File: src/rtl/u8sd_pkg.sv
package u8sd_pkg;

  localparam int unsigned CP_W = 21;
  localparam int unsigned QUEUE_DEPTH = 4;
  localparam int unsigned QPTR_W = $clog2(QUEUE_DEPTH);
  localparam int unsigned QCNT_W = $clog2(QUEUE_DEPTH + 1);

  localparam logic [1:0] ST_CHAR    = 2'd0;
  localparam logic [1:0] ST_INVALID = 2'd1;
  localparam logic [1:0] ST_END     = 2'd2;

  // one queue entry: invalid marks for a broken sequence, then an optional tail result
  typedef struct packed {
    logic [1:0]      flush_cnt;
    logic            has_tail;
    logic [1:0]      tail_status;
    logic [CP_W-1:0] tail_cp;
  } cmd_t;

endpackage

File: src/rtl/u8sd_front.sv
module u8sd_front
  import u8sd_pkg::*;
(
  input  logic       clk,
  input  logic       rst_n,
  input  logic       in_valid,
  input  logic [7:0] in_byte,
  input  logic       q_full,
  output logic       push,
  output cmd_t       push_cmd
);

  logic [1:0]      bytes_needed_r, bytes_needed_nxt;
  logic [1:0]      bytes_seen_r, bytes_seen_nxt;
  logic [CP_W-1:0] partial_value_r, partial_value_nxt;
  logic            accept;
  logic            is_cont;
  logic [1:0]      seen_inc;
  logic [CP_W-1:0] shifted;

  assign accept   = in_valid && !q_full;
  assign is_cont  = (in_byte[7:6] == 2'b10);
  assign seen_inc = bytes_seen_r + 2'd1;
  assign shifted  = {partial_value_r[CP_W-7:0], in_byte[5:0]};

  always_comb begin
    bytes_needed_nxt     = bytes_needed_r;
    bytes_seen_nxt       = bytes_seen_r;
    partial_value_nxt    = partial_value_r;
    push_cmd.flush_cnt   = 2'd0;
    push_cmd.has_tail    = 1'b0;
    push_cmd.tail_status = ST_CHAR;
    push_cmd.tail_cp     = '0;

    if (bytes_needed_r != 2'd0 && is_cont) begin
      partial_value_nxt = shifted;
      bytes_seen_nxt    = seen_inc;
      if (seen_inc >= bytes_needed_r) begin
        push_cmd.has_tail    = 1'b1;
        push_cmd.tail_status = ST_CHAR;
        push_cmd.tail_cp     = shifted;
        bytes_needed_nxt     = 2'd0;
        bytes_seen_nxt       = 2'd0;
        partial_value_nxt    = '0;
      end
    end else begin
      // broken sequence: lead plus buffered continuations are flushed as invalid
      if (bytes_needed_r != 2'd0) begin
        push_cmd.flush_cnt = seen_inc;
      end
      bytes_needed_nxt  = 2'd0;
      bytes_seen_nxt    = 2'd0;
      partial_value_nxt = '0;
      priority if (in_byte == 8'h00) begin
        push_cmd.has_tail    = 1'b1;
        push_cmd.tail_status = ST_END;
      end else if (!in_byte[7]) begin
        push_cmd.has_tail    = 1'b1;
        push_cmd.tail_status = ST_CHAR;
        push_cmd.tail_cp     = CP_W'(in_byte[6:0]);
      end else if (in_byte[7:5] == 3'b110) begin
        bytes_needed_nxt  = 2'd1;
        partial_value_nxt = CP_W'(in_byte[4:0]);
      end else if (in_byte[7:4] == 4'b1110) begin
        bytes_needed_nxt  = 2'd2;
        partial_value_nxt = CP_W'(in_byte[3:0]);
      end else if (in_byte[7:3] == 5'b11110) begin
        bytes_needed_nxt  = 2'd3;
        partial_value_nxt = CP_W'(in_byte[2:0]);
      end else begin
        push_cmd.has_tail    = 1'b1;
        push_cmd.tail_status = ST_INVALID;
      end
    end
  end

  assign push = accept && (push_cmd.has_tail || push_cmd.flush_cnt != 2'd0);

  always_ff @(posedge clk) begin
    if (!rst_n) begin
      bytes_needed_r  <= 2'd0;
      bytes_seen_r    <= 2'd0;
      partial_value_r <= '0;
    end else if (accept) begin
      bytes_needed_r  <= bytes_needed_nxt;
      bytes_seen_r    <= bytes_seen_nxt;
      partial_value_r <= partial_value_nxt;
    end
  end

endmodule

File: src/rtl/u8sd_queue.sv
module u8sd_queue
  import u8sd_pkg::*;
(
  input  logic clk,
  input  logic rst_n,
  input  logic push,
  input  cmd_t push_cmd,
  input  logic pop,
  output cmd_t head_cmd,
  output logic not_empty,
  output logic full
);

  cmd_t              entries_r [QUEUE_DEPTH];
  logic [QPTR_W-1:0] wr_ptr_r, rd_ptr_r;
  logic [QCNT_W-1:0] count_r;
  logic              do_pop;

  assign not_empty = (count_r != '0);
  assign full      = (count_r == QCNT_W'(QUEUE_DEPTH));
  assign head_cmd  = entries_r[rd_ptr_r];
  assign do_pop    = pop && not_empty;

  always_ff @(posedge clk) begin
    if (push) begin
      entries_r[wr_ptr_r] <= push_cmd;
    end
  end

  always_ff @(posedge clk) begin
    if (!rst_n) begin
      wr_ptr_r <= '0;
      rd_ptr_r <= '0;
      count_r  <= '0;
    end else begin
      if (push) begin
        wr_ptr_r <= (wr_ptr_r == QPTR_W'(QUEUE_DEPTH - 1)) ? '0 : wr_ptr_r + QPTR_W'(1);
      end
      if (do_pop) begin
        rd_ptr_r <= (rd_ptr_r == QPTR_W'(QUEUE_DEPTH - 1)) ? '0 : rd_ptr_r + QPTR_W'(1);
      end
      if (push && !do_pop) begin
        count_r <= count_r + QCNT_W'(1);
      end else if (!push && do_pop) begin
        count_r <= count_r - QCNT_W'(1);
      end
    end
  end

endmodule

File: src/rtl/u8sd_back.sv
module u8sd_back
  import u8sd_pkg::*;
(
  input  logic            clk,
  input  logic            rst_n,
  input  cmd_t            head_cmd,
  input  logic            not_empty,
  output logic            pop,
  input  logic            out_stall,
  output logic            out_valid,
  output logic [CP_W-1:0] out_code_point,
  output logic [1:0]      out_status,
  output logic            out_last_of_run
);

  logic            out_valid_r;
  logic [CP_W-1:0] code_point_r;
  logic [1:0]      status_r;
  logic            last_r;
  logic [1:0]      idx_r;
  logic            load;
  logic            in_flush;
  logic            last_flush;
  logic            res_last;
  logic [CP_W-1:0] res_cp;
  logic [1:0]      res_status;

  assign load       = not_empty && (!out_valid_r || !out_stall);
  assign in_flush   = (idx_r < head_cmd.flush_cnt);
  assign last_flush = (idx_r == head_cmd.flush_cnt - 2'd1);

  always_comb begin
    if (in_flush) begin
      res_cp     = '0;
      res_status = ST_INVALID;
      res_last   = last_flush && !head_cmd.has_tail;
    end else begin
      res_cp     = head_cmd.tail_cp;
      res_status = head_cmd.tail_status;
      res_last   = 1'b1;
    end
  end

  assign pop = load && res_last;

  always_ff @(posedge clk) begin
    if (!rst_n) begin
      out_valid_r <= 1'b0;
      idx_r       <= 2'd0;
    end else begin
      if (load) begin
        out_valid_r <= 1'b1;
        idx_r       <= res_last ? 2'd0 : idx_r + 2'd1;
      end else if (!out_stall) begin
        out_valid_r <= 1'b0;
      end
    end
  end

  always_ff @(posedge clk) begin
    if (load) begin
      code_point_r <= res_cp;
      status_r     <= res_status;
      last_r       <= res_last;
    end
  end

  assign out_valid       = out_valid_r;
  assign out_code_point  = code_point_r;
  assign out_status      = status_r;
  assign out_last_of_run = last_r;

endmodule

File: src/rtl/utf8_stream_decoder.sv
// utf8_stream_decoder: turns a stream of UTF-8 bytes into code points.
// input channel: in_valid/in_stall carry one byte (in_byte) per request; a zero
// byte ends a string and clears any open sequence.
// result channel: out_valid/out_stall carry out_code_point, out_status (char,
// invalid, end) and out_last_of_run, set on the final result caused by a byte.
// the front decoder writes an accepted byte's command into the queue; the back end
// then registers its results. lead and middle bytes of a sequence give no result.
// throughput: one byte per cycle while each byte gives at most one result; a byte
// that breaks a sequence gives up to four results, issued one per cycle by the
// back end. a four-entry command queue between the two absorbs these bursts and
// in_stall rises only when that queue is full.
// when out_stall is high the current result holds and the queue keeps filling.
// reset (rst_n low, synchronous) returns the decoder to idle, empties the queue
// and drops out_valid.
module utf8_stream_decoder
  import u8sd_pkg::*;
(
  input  logic            clk,
  input  logic            rst_n,
  input  logic            in_valid,
  output logic            in_stall,
  input  logic [7:0]      in_byte,
  output logic            out_valid,
  input  logic            out_stall,
  output logic [CP_W-1:0] out_code_point,
  output logic [1:0]      out_status,
  output logic            out_last_of_run
);

  logic push, pop, not_empty, full;
  cmd_t push_cmd, head_cmd;

  assign in_stall = full;

  u8sd_front u_front (
    .clk      (clk),
    .rst_n    (rst_n),
    .in_valid (in_valid),
    .in_byte  (in_byte),
    .q_full   (full),
    .push     (push),
    .push_cmd (push_cmd)
  );

  u8sd_queue u_queue (
    .clk       (clk),
    .rst_n     (rst_n),
    .push      (push),
    .push_cmd  (push_cmd),
    .pop       (pop),
    .head_cmd  (head_cmd),
    .not_empty (not_empty),
    .full      (full)
  );

  u8sd_back u_back (
    .clk             (clk),
    .rst_n           (rst_n),
    .head_cmd        (head_cmd),
    .not_empty       (not_empty),
    .pop             (pop),
    .out_stall       (out_stall),
    .out_valid       (out_valid),
    .out_code_point  (out_code_point),
    .out_status      (out_status),
    .out_last_of_run (out_last_of_run)
  );

endmodule
File: config.mk
export PLATFORM = sky130hd
export DESIGN_NAME = utf8_stream_decoder
export DESIGN_NICKNAME = d
export VERILOG_FILES = /design/src/rtl/u8sd_pkg.sv /design/src/rtl/u8sd_front.sv /design/src/rtl/u8sd_queue.sv /design/src/rtl/u8sd_back.sv /design/src/rtl/utf8_stream_decoder.sv
export SDC_FILE = /design/constraint.sdc
export NUM_CORES = 1
export LEC_CHECK = 0
export ABC_CLOCK_PERIOD_IN_PS = 4000
export BUFFER_PORTS_ARGS = -buffer_cell sky130_fd_sc_hd__buf_2
export CORE_UTILIZATION = 50
export DETAILED_ROUTE_END_ITERATION = 6
export PLACE_DENSITY = 0.65
export REMOVE_ABC_BUFFERS = 1
export SETUP_SLACK_MARGIN = 0.15
export SLEW_MARGIN = 20
export SYNTH_ARGS = -nofsm -noshare
export SYNTH_HDL_FRONTEND = slang
export SYNTH_SLANG_ARGS = --single-unit
File: constraint.sdc
create_clock -name clk -period 4 [get_ports clk]
set_input_delay 1.2 -clock clk [delete_from_list [all_inputs] [get_ports clk]]
set_output_delay 1.2 -clock clk [all_outputs]
set_load 0.02 [all_outputs]
; Word-level counts from Yosys, hierarchy flattened
; Memories as Yosys holds them, arrays and structs flattened. A register that Yosys moved wholly into a read port is not among the register bits.
; Cells that the tools add are included.
[totals]
register_bits = 53
mem_bits_rw = 104
input_bits = 12
out_inout_bits = 26
wordCells = 93
mem_count = 1
[classes]
add_sub_neg = 7
n_lt_le_gt_ge = 2
eq_ne = 10
mux = 39
n_reduce_logical = 23
[mem_list]
columns = name, depth, width, read_ports, rd_ports_with_merged_regs, write_ports, line
row1 = u_queue.entries_r, 4, 26, 1, 1, 1, u8sd_queue.sv:14  ; cmd_t entries_r [QUEUE_DEPTH];
[op_table]
columns = cell, count
row1 = 15-bit 2-to-1 mux, 5
row2 = 24-bit 2-to-1 mux, 2
row3 = 2-bit 2-to-1 mux, 16
row4 = 3-bit 2-to-1 mux, 8
row5 = 21-bit 2-to-1 mux, 1
row6 = 1-bit logical AND, 9
row7 = 2-bit by 1-bit adder with 2-bit output (second input constant), 4
row8 = 8-bit logical NOT, 1
row9 = 7-bit 2-to-1 mux, 1
row10 = 2-bit equality test (second input constant), 3
row11 = 3-bit equality test (second input constant), 2
row12 = 1-bit logical NOT, 6
row13 = 2-bit nonzero test, 3
row14 = 5-bit equality test (second input constant), 1
row15 = 1-bit 2-to-1 mux, 5
row16 = 4-bit equality test (second input constant), 1
row17 = 4-bit 2-to-1 mux, 1
row18 = 3-bit by 1-bit adder with 3-bit output (second input constant), 1
row19 = 3-bit nonzero test, 1
row20 = 3-bit by 1-bit subtractor with 3-bit output (second input constant), 1
row21 = 2-bit equality test, 1
row22 = 2-bit greater-or-equal comparator, 1
row23 = 1-bit logical OR, 2
row24 = 2-bit less-than comparator, 1
row25 = 4 further kinds, 4

; Logic depth before layout (Yosys ltp)
[logic_depth]
word_depth = 13
depth_mapped = 14
ltp_nobuf = 13

; Modules after synthesis
; From an unflattened synthesis, not the netlist that was laid out.
[unflattened]
cells_unflattened = 398
area_unflattened_um2 = 6463.7
[modules_own_cells]
columns = mod, instances, cells_each, area_each_um2, seq_area_each_um2
row1 = u8sd_queue, 1, 182, 4256.6, 3303.2
row2 = u8sd_front, 1, 138, 1106.1, 380.4
row3 = u8sd_back, 1, 78, 1101.1, 780.7

; Least setup slack after synthesis
; OpenSTA, ideal clock, no wires.
[synth_timing]
kind = register to register
startpoint = register with a tool-made name
endpoint = register u_queue.count_r[2]
setup_time_ns = 0.070
arrival_time_ns = 3.093
required_ns = 3.930
slack_ns = 0.837
path_stages_with_launch = 15
path_buffers = 1
synth_period_minus_slack_ns = 3.163
cell_sequence = dfxtp_1 > buf_6 > mux4_2 > inv_1 > ha_1 > a21oi_1 > a21boi_2 > inv_1 > nand2_1 > ha_1 > inv_1 > fa_1 > xor2_1 > or3_1 > a21oi_1
[synth_rtl]
columns = item, line
row1 = "end signal, assigned", u8sd_queue.sv:43  ; count_r <= count_r + QCNT_W'(1);
row2 = "end signal, assigned", u8sd_queue.sv:45  ; count_r <= count_r - QCNT_W'(1);
row3 = "end, declared", u8sd_queue.sv:16  ; logic [QCNT_W-1:0] count_r;

==> PnR_summary.wiki <==
{| class="wikitable"
! Metric !! Value
|-
| Outcome || complete, no violations
|-
| Commonest cells after routing, fill and taps aside || 128 x sky130_fd_sc_hd__edfxtp_1, 37 x sky130_fd_sc_hd__buf_2, 32 x sky130_fd_sc_hd__nand2_1, 30 x sky130_fd_sc_hd__dfxtp_1, 25 x sky130_fd_sc_hd__and2_1
|-
| Count of antenna diodes in the layout || 0
|-
| Number of buffers inserted by hold repair at cts || 0
|-
| Post-route setup slack || between 700 and 800 ps
|-
| Share of power burned in combinational logic || between 20% and 30%
|-
| Number of setup violations in the final report || 0
|-
| Die span in y || around 110 um
|-
| Period Utilization, post-route || between 80% and 90%
|-
| Vias in the first global route || between 3000 and 4000
|-
| Final Net Count || between 400 and 500
|-
| Maximum number of pins on one net before global-route repair || 28
|-
| Number of distinct standard cells referenced by the synthesized netlist || 40
|-
| Post-cts resize count || 0
|-
| Max-cap violations || 0
|-
| Weighted congestion reported at the end of routability-driven placement || roughly 0.85
|-
| Crit path capture type || register
|-
| Internal cell power || about 3.8 mW
|-
| Yosys warns || 0
|-
| Clock net sink count || ~160
|-
| Setup Skew || between 6 and 7 ps
|-
| Switching power || approximately 1.5 mW
|-
| Setup repair after global routing missed its margin || false
|-
| Fillers || about 920
|-
| Skew-Pair Late Insertion Delay || slightly above 400 ps
|-
| Antenna violations before repair || 0
|-
| Clock transition at the registers of the reported paths || ~60 ps
|-
| Sequential share of power || between 40% and 50%
|-
| Cts bufs inserted || 17
|-
| Maximum clock rate || between 300 and 400 MHz
|-
| Detailed Route Iter0 Violations || approximately 220
|-
| Via count normalized by instance count || ~5.4
|-
| Most frequent standard cell in the layout excluding fill and tap cells || sky130_fd_sc_hd__edfxtp_1
|-
| H-tree depth || 4
|-
| Wire length of the first global-routing pass || about 17 mm
|-
| Final routed wire length divided by cell count || roughly 17 um
|-
| Max Buffers Root-to-Sink || 2
|-
| Cell depth of the worst min-delay path || 2
|-
| Avg Synthesized Cell Area || 15.91 um2
|-
| Share of synthesized area occupied by flip-flops and latches || a little under three quarters
|-
| Number of hold violations in the final report || 0
|-
| TritonCTS clock tree || done
|-
| GRT Util Overall || roughly 18%
|-
| Switching part of the total || between 20 and 30%
|-
| Number of antenna-violating nets in the routed design || 0
|-
| Mapped cell area || between 0.006 and 0.007 mm2
|-
| DP Wirelength || ~6.6 mm
|-
| Area Overhead vs Synth || 17.16%
|-
| Post-CTS setup buffers || 0
|-
| Clk network pwr share || between 30% and 40%
|-
| Power after layout || around 5.3 mW
|-
| Maximum vdd ir drop || between 0.0006 and 0.0007 V
|-
| Worst Setup Start Kind || register
|-
| Sum of routed wire length over all layers || ~11 mm
|-
| #FFs+latches synth || ~160
|-
| Transition time at the pin with the least slew margin || just under 600 ps
|-
| Minimum clock period || ~3200 ps
|-
| Cell chosen for the clock root || sky130_fd_sc_hd__clkbuf_16
|-
| Peak fanout along the critical path || 7
|-
| Port Buf Inserts || 37
|-
| Horizontal die dimension || approximately 110 um
|-
| Layout cells sized above 1 || approximately a quarter
|-
| Post-route core utilization || between 60% and 70%
|-
| I/O pin count || 38
|-
| Overflow after GRT || 0
|-
| Synthesized netlist cell count || around 400
|-
| Initial core utilization || between 50% and 60%
|-
| Critical path required time || 4340 ps
|-
| Number of vias in the routed layout || 3391
|-
| Number of slew-limit violations in the final report || 0
|-
| Worst slew margin || 60.76%
|-
| DRC violation count after routing || 0
|-
| LEAKAGE || 2.589 nW
|-
| Crit path DAT || about 3600 ps
|-
| Worst min-delay path category || reg2reg
|-
| Die Outline Area || between 0.01 and 0.015 mm2
|-
| Type of the worst setup path || reg2reg
|-
| Number of cell rows || 40
|-
| Worst slack at placement || between 400 and 500 ps
|-
| Path depth of the worst reg2reg path || 13
|-
| Number of iterations in the first detailed-routing pass || 5
|-
| Core area || roughly 0.012 mm2
|-
| Areal power density over the cells || roughly 700 mW/mm2
|}
==> worst paths after layout <==
| check | start | to | slack [ps] |
|---|---|---|---|
| min reg2reg | u_front.partial_value_r[10] | u_front.partial_value_r[10] | 450 |
| max | register | u_queue.count_r[2] | 780 |
| max reg2reg | register | u_queue.count_r[2] | 780 |
| min | u_front.partial_value_r[10] | u_front.partial_value_r[10] | 450 |
==> critical path, cell delays in order (launching register included) <==
cell and delay, ps:
sky130_fd_sc_hd__dfxtp_2 380, sky130_fd_sc_hd__mux4_2 530, sky130_fd_sc_hd__inv_1 70, sky130_fd_sc_hd__ha_1 240
sky130_fd_sc_hd__a21oi_2 150, sky130_fd_sc_hd__a21boi_2 310, sky130_fd_sc_hd__inv_1 100, sky130_fd_sc_hd__nand2_1 90
sky130_fd_sc_hd__ha_1 180, sky130_fd_sc_hd__inv_1 70, sky130_fd_sc_hd__fa_1 370, sky130_fd_sc_hd__xor2_1 180
sky130_fd_sc_hd__or3_1 320, sky130_fd_sc_hd__a21oi_1 150
==> area by class of cell <==
| cell class | instances | area, um2 | area share (%) |
|---|---|---|---|
| clock buffers | 18 | 429.2 | 5.816 |
| clock inverters | 14 | 220.2 | 2.984 |
| inverters | 14 | 52.55 | 0.7121 |
| multi-input cells | 208 | 1719 | 23.30 |
| flip-flops and latches | 159 | 4466 | 60.51 |
| well taps | 168 | 210.2 | 2.848 |
| repair buffers | 50 | 282.8 | 3.832 |
==> state kept, by name, indices dropped and copies added (netlist names), named ones only <==
signal,flops
u_back.idx_r,2
u_back.out_code_point,21
u_back.out_last_of_run,1
u_back.out_status,2
u_back.out_valid,1
u_front.bytes_needed_r,2
u_front.bytes_seen_r,2
u_front.partial_value_r,15
u_queue.count_r,3
u_queue.entries_r,104
u_queue.rd_ptr_r,2
u_queue.wr_ptr_r,2
==> per-layer routing <==
| metal | vias up | wire length [um] | global-route usage, % |
|---|---|---|---|
| met1 | 1708 | 4784 | 23.33 |
| met3 | 14 | 412 | 4.394 |
| met2 | 75 | 5455 | 30.71 |
| met5 | - | 0 | 0 |
| li1 | 1594 | - | - |
| met4 | 0 | 159 | 7.532 |
==> per-stage QoR <==
stage | setup TNS [ps] | cells | instance area [um2] | hold slack (ps)
3_5_place_dp | 0 | 599 | 6730 | 442.6
5_1_grt | 0 | 631 | 7380 | 475.5
4_1_cts | 0 | 631 | 7380 | 450.5
2_1_floorplan | -1312 | 381 | 6232 | 431.7
3_3_place_gp | 0 | 599 | 6730 | 443.1
6_report | 0 | 631 | 7380 | 449.0
==> logic make-up (layout without fill, tap and decap cells) <==
group / Yosys count / in the layout / synth area share (%)
adders and majority gates: 11 / 11 / 2.304
buffers and inverters: 29 / 96 / 1.887
DFF: 159 / 159 / 70.88
and+or+nand+nor: 116 / 116 / 9.813
xor gates and xnor gates: 6 / 6 / 1.053
AOI/OAI and AO/OA: 48 / 48 / 4.430
muxes: 27 / 27 / 9.635
==> cell usage after synthesis, drive strengths merged <==
library cell  count  area, um2
or2               2      12.51
nand2            32      120.1
buf               4      25.02
a221oi            1      8.760
a31oi             1      6.260
inv              14      52.55
or4               4      30.03
o2111a            1      11.26
fa                1      20.02
xor2              4      35.03
mux4             26      596.8
a21oi            25      125.1
dfxtp            31      620.6
nand4             2      12.51
o21ai            14      70.06
xnor3             1      22.52
xnor2             1      8.760
a2111oi           1      15.01
nor3              3      15.01
edfxtp          128       3844
a21o              2      15.01
ha               10      125.1
nor2b            24      150.1
clkbuf           11      41.29
nand3             4      20.02
and2             25      156.4
o31ai             1      7.510
nor3b             1      7.510
nor2             12      47.55
or3               1      6.260
nand2b            4      25.02
mux2i             1      10.01
nand3b            2      15.01
a21boi            1      11.26
o22a              1      8.760
==> power groups by stage <==
| stage | clock [mW] | sequential, mW | combinational, mW |
|---|---|---|---|
| CTS | 1.78 | 2.20 | 1.33 |
| global route | 1.85 | 2.23 | 1.42 |
| global placement | 0 | 2.23 | 1.30 |
| floorplan | 0 | 2.46 | 0.675 |
| detailed placement | 0 | 2.23 | 1.32 |
| finish | 1.76 | 2.20 | 1.30 |
Power figures use the tool's default switching activity.
